===== src/hw/rtl/c3f_pkg.sv =====
// Shared constants, register codes and types of the 3x3 clamped pixel filter.
`timescale 1ns / 1ps
`default_nettype none

package c3f_pkg;

  // Image geometry.
  localparam int MAX_WIDTH  = 1024;
  localparam int MAX_HEIGHT = 1024;
  localparam int COL_W      = $clog2(MAX_WIDTH);
  localparam int ROW_W      = 10;
  localparam int DIM_W      = 11;

  // Pixel and weight formats.
  localparam int PIX_W          = 8;
  localparam int COEF_W         = 16;
  localparam int COEF_FRAC_BITS = 8;
  localparam int LS_W           = 2 * PIX_W;
  localparam logic [PIX_W-1:0] PIX_MAX = 8'd255;
  localparam int MIN_DIM        = 3;

  // Arithmetic widths: one product, a column of three, the whole window.
  localparam int PROD_W = PIX_W + 1 + COEF_W;
  localparam int PSUM_W = PROD_W + 2;
  localparam int SUM_W  = PSUM_W + 2;

  // Configuration port.
  localparam int CFG_W      = 3 * COEF_W;
  localparam int CFG_ADDR_W = 3;

  localparam logic [CFG_ADDR_W-1:0] REG_IMAGE_WIDTH  = 3'd0;
  localparam logic [CFG_ADDR_W-1:0] REG_IMAGE_HEIGHT = 3'd1;
  localparam logic [CFG_ADDR_W-1:0] REG_COEFF_TOP    = 3'd2;
  localparam logic [CFG_ADDR_W-1:0] REG_COEFF_MID    = 3'd3;
  localparam logic [CFG_ADDR_W-1:0] REG_COEFF_BOTTOM = 3'd4;

  localparam logic [DIM_W-1:0] WIDTH_RESET  = 11'd640;
  localparam logic [DIM_W-1:0] HEIGHT_RESET = 11'd480;
  localparam logic [CFG_W-1:0] COEFF_MID_RESET = 48'h0000_0100_0000;

  // Result bus packing.
  localparam int OUT_DATA_W = 32;
  localparam int OUT_PAD_W  = OUT_DATA_W - PIX_W - 2 * ROW_W;

  // One window column: upper, middle and lower pixel, upper in the top bits.
  typedef struct packed {
    logic [PIX_W-1:0] top;
    logic [PIX_W-1:0] mid;
    logic [PIX_W-1:0] bot;
  } col_t;

  // The three signed weights that apply to one window column.
  typedef struct packed {
    logic [COEF_W-1:0] top;
    logic [COEF_W-1:0] mid;
    logic [COEF_W-1:0] bot;
  } wcol_t;

  // Per-cycle control of a window cell.
  typedef struct packed {
    logic shift;
    logic capture;
  } cell_ctl_t;

endpackage

`default_nettype wire


===== src/hw/rtl/c3f_cell.sv =====
// Window cell: holds one pixel column, passes it on, and weights it with three coefficients.
`timescale 1ns / 1ps
`default_nettype none

module c3f_cell import c3f_pkg::*; (
  input  wire logic                     clk,
  input  wire logic                     rst_n,
  input  wire cell_ctl_t                ctl,
  input  wire col_t                     col_in,
  input  wire wcol_t                    wts,
  output col_t                          col_out,
  output logic signed [PSUM_W-1:0]      psum
);

  col_t                     col_r;
  logic signed [PROD_W-1:0] prod_top_r, prod_mid_r, prod_bot_r;
  logic signed [PROD_W-1:0] prod_top_nxt, prod_mid_nxt, prod_bot_nxt;

  // Column register; shifts along the chain once per request.
  always_ff @(posedge clk) begin
    if (!rst_n) begin
      col_r <= '0;
    end else if (ctl.shift) begin
      col_r <= col_in;
    end
  end

  // Unsigned pixel times signed weight, one product per row.
  assign prod_top_nxt = PROD_W'($signed({1'b0, col_r.top})) * PROD_W'($signed(wts.top));
  assign prod_mid_nxt = PROD_W'($signed({1'b0, col_r.mid})) * PROD_W'($signed(wts.mid));
  assign prod_bot_nxt = PROD_W'($signed({1'b0, col_r.bot})) * PROD_W'($signed(wts.bot));

  always_ff @(posedge clk) begin
    if (ctl.capture) begin
      prod_top_r <= prod_top_nxt;
      prod_mid_r <= prod_mid_nxt;
      prod_bot_r <= prod_bot_nxt;
    end
  end

  // Column contribution to the window sum.
  assign psum = PSUM_W'(prod_top_r) + PSUM_W'(prod_mid_r) + PSUM_W'(prod_bot_r);

  assign col_out = col_r;

endmodule

`default_nettype wire


===== config.mk =====
export PLATFORM = sky130hd
export DESIGN_NAME = c3f_cell
export DESIGN_NICKNAME = d
export VERILOG_FILES = /design/src/hw/rtl/c3f_pkg.sv /design/src/hw/rtl/c3f_cell.sv
export SDC_FILE = /design/constraint.sdc
export NUM_CORES = 1
export LEC_CHECK = 0
export ABC_AREA = 1
export BUFFER_PORTS_ARGS = -buffer_cell sky130_fd_sc_hd__buf_2
export CAP_MARGIN = 20
export CORE_ASPECT_RATIO = 1.4
export CORE_UTILIZATION = 58
export CTS_CLUSTER_DIAMETER = 120
export DETAILED_ROUTE_END_ITERATION = 8
export HOLD_SLACK_MARGIN = 0.1
export PLACE_DENSITY = 0.8
export SLEW_MARGIN = 20
export SYNTH_ARGS = -nofsm -noshare
export SYNTH_HDL_FRONTEND = slang
export SYNTH_SLANG_ARGS = --single-unit

===== constraint.sdc =====
create_clock -name clk -period 4.9 [get_ports clk]
set_input_delay 0.49 -clock clk [delete_from_list [all_inputs] [get_ports clk]]
set_output_delay 0.49 -clock clk [all_outputs]
set_load 0.02 [all_outputs]

==> flow_metrics.tcl <==
set metrics [dict create \
    switchingPower_uw 7500 \
    finalCritPeriodShare_pct 93.9 \
    crit_slowest_cell "fa_1" \
    die-area_um2 36500 \
    status "finished, final reports clean" \
    antenna_found_initial 0 \
    final_util_pct 62.8 \
    slew_headroom_pct 31.3 \
    rsz0062_at_grt "false" \
    gp_congestion 0.930 \
    path_class "reg -> reg" \
    die_h_um 226 \
    syn-num-nets 3437 \
    worst-endpoint-arrival_ns 4.73 \
    p_seq_share_pct 13.0 \
    drt_wl_total_um 50400 \
    drtPass1Iterations 5 \
    p_leak_uw 0.0138 \
    overflow 0 \
    detailed_place.area_um2 21700 \
    start_util_pct 59.1 \
    design_area_um2 22000 \
    ant_nets 0 \
    synth.distinct_cells 30 \
    clk_latency_ns 0.37 \
    synth_ff_type "edfxtp_1" \
    diodes 0 \
    avgRoutedWirePerCell_um 14.9 \
    ys_seq_elements 99 \
    design.core.area_um2 35100 \
    setup_viol_count_final 0 \
    io_pins 127 \
    drv_slew 0 \
    maxCapViolations 0 \
    drc_errors 0 \
    clkSlewWorstSetupHoldPaths_ns 0.08 \
    grt_pass1_wl_um 84000 \
    end_kind "flip-flop" \
    avgViaCountPerCell 5.09 \
    timing.final.ws_setup_ns 0.299 \
    pwr-share-comb_pct 81.2 \
    total_power_uw 12700 \
    fmax_ghz 0.217 \
    reg2reg_slack_ns 0.30 \
    skew_ns 0.00905 \
    ys_warn_count 0 \
    fillers 3199 \
    drt-initial-drc-count 936 \
    switching_share_pct 59.1 \
    syn_avg_cell_area_um2 7.26 \
    yosys.area.top_type_share_pct 32.1 \
    synth_edf_count 75 \
    async_reset_ff_share_pct 0 \
    setup_tns_ns 0 \
    hold_violations 0 \
    cts_sinks 99 \
    vias 17100 \
    rows 81 \
    cts_root_buf "clkbuf_16" \
    cts_buffer_depth 2 \
    ir_worst_vdd_mv 1.08 \
    yosysTopAreaCell "fa_1" \
    p_int_uw 5190 \
    tightest_slew_ns 1.03 \
    syn_inst 2854 \
    dp_hpwl_um 43800 \
    die_w_um 162 \
    synthesis.area_um2 20700 \
    cts_tree "built" \
    seq_area_frac_synth_pct 13.2 \
    numCtsBuffers 9 \
    synth_area_leaders "fa_1 (32%), inv_1 (15%), nand2_1 (15%), edfxtp_1 (11%), ha_1 (11%)" \
    area_growth_pct 6.14 \
    powerDensity_nw_per_um2 577 \
    place.port_buffers 126 \
    cts_setup_buffers 0 \
    critPathMaxStageDelay_ns 0.67 \
    fin_nets 3493 \
    htreeDepth 3 \
    critPathRequiredTime_ns 5.03 \
    drive_gt1_share_pct 6.66 \
    pre_cts_ws_ns 0.146 \
    path_max_fanout 10 \
    cp_cell_sequence "nand2_1 -> fa_1 -> fa_1 -> inv_1 -> fa_1 -> inv_1 -> fa_1 -> inv_1 -> ha_1 -> nand2_1 -> inv_1 -> nand2_1 -> nor3_1 -> nand3_1 -> nand4_1 -> nand2_1" \
    clockPowerShare_pct 5.9 \
    grt_use_total_pct 29.1 \
    fin_crit_ns 4.60 \
    grt_pass1_vias 18000 \
    start_kind "flip-flop" \
    grt_start_max_net_pins 76 \
    hp-class "in -> reg" \
]
-- cell usage after synthesis (all sizes together) (2+ instances only) --
cell type,instances
nand2,830
a21oi,74
a21o,6
edfxtp,75
nor3,13
nand3,92
ha,175
nor4,2
nand4,17
nor2,158
xor2,36
and2,3
dfxtp,24
clkbuf,101
fa,332
o21ai,47
inv,843
xnor2,15
nand3b,3
o21bai,5
-- flip-flops by register name (all words and copies together), names as in the netlist --
signal / cells
prod_bot_r: 25
prod_mid_r: 25
prod_top_r: 25
col_out: 24
-- routing by layer --
| layer | vias to the layer above | track usage [%] | part of all wire (%) |
|---|---|---|---|
| li1 | 8298 | - | - |
| met1 | 8300 | 32.4 | 38 |
| met2 | 429 | 55.9 | 55 |
| met3 | 118 | 2.20 | 3.3 |
| met4 | 0 | 13.1 | 4.1 |
| met5 | - | 0 | 0 |
-- path summary, 6_finish.rpt --
check / start / endpoint / cells after the start
max: col_out[16] / prod_top_r[23] / 16
min: col_in[9] / col_out[9] / 3
max reg2reg: col_out[16] / prod_top_r[23] / 16
min reg2reg: col_out[10] / col_out[10] / 2
-- layout make-up --
| type | instances | area, um2 | area share, % |
|---|---|---|---|
| clock buffer | 9 | 225 | 1.02 |
| clock inverter | 7 | 68.8 | 0.313 |
| inverter | 843 | 3160 | 14.4 |
| multi-input combinational | 1810 | 14400 | 65.6 |
| sequential | 99 | 2740 | 12.5 |
| tap | 456 | 571 | 2.59 |
| timing repair buffer | 147 | 788 | 3.58 |
-- logic make-up (layout without fill, tap and decap cells) --
| logic type | after synthesis | after routing | synth area share, % |
|---|---|---|---|
| buf+inv | 945 | 1006 | 17.1 |
| flops | 99 | 99 | 13.2 |
| fa+ha+maj | 507 | 507 | 42.6 |
| compound gates | 132 | 132 | 3.36 |
| xor+xnor | 51 | 51 | 2.15 |
| simple gates | 1120 | 1120 | 21.5 |
-- worst max-delay path: cells and delay by family, from the launching register on --
| family | cells | cell delay, ns |
|---|---|---|
| fa+ha+maj | 5 | 2.58 |
| buf+inv | 4 | 0.21 |
| flops | 1 | 0.57 |
| simple gates | 7 | 0.99 |
-- power by group through the flow --
stage	registers [uW]	clock network [uW]	logic (uW)
after global routing	1670	786	11600
after CTS	1650	765	10400
after detailed placement	1660	0	10300
after global placement	1660	0	10200
after floorplan	1500	0	7320
final	1640	745	10300
-- cells in the final DEF (no fill, tap or decap), types with 4 or more instances in the layout --
| cell type | Yosys | final |
|---|---|---|
| xnor2_1 | 15 | 15 |
| a21oi_1 | 74 | 74 |
| ha_1 | 175 | 175 |
| clkbuf_16 | 0 | 9 |
| dfxtp_2 | 0 | 8 |
| nand2_1 | 827 | 827 |
| a21o_1 | 6 | 6 |
| buf_4 | 0 | 21 |
| dfxtp_1 | 24 | 16 |
| inv_1 | 841 | 841 |
| nand3_1 | 90 | 90 |
| nor2_1 | 149 | 149 |
| nor3_1 | 9 | 9 |
| o21ai_0 | 45 | 45 |
| nand4_1 | 17 | 17 |
| buf_2 | 0 | 126 |
| edfxtp_1 | 75 | 75 |
| fa_1 | 332 | 332 |
| nor3_2 | 4 | 4 |
| nor2_2 | 9 | 9 |
| xor2_1 | 36 | 36 |
| o21bai_1 | 5 | 5 |
-- per-stage QoR --
step           hold slack (ns)  instances
2_1_floorplan            0.602       2854
3_3_place_gp             0.577       3355
3_5_place_dp             0.605       3355
4_1_cts                  0.320       3371
5_1_grt                  0.344       3371
6_report                 0.338       3371
-- repair_timing --
action                                 in CTS  in global routing
gates resized for setup                     0                  8
setup endpoints to repair                   0                 10
hold buffers                                0                  0
endpoints found under the hold margin       0                  0
No activity file was read; power rests on OpenSTA's default activity.
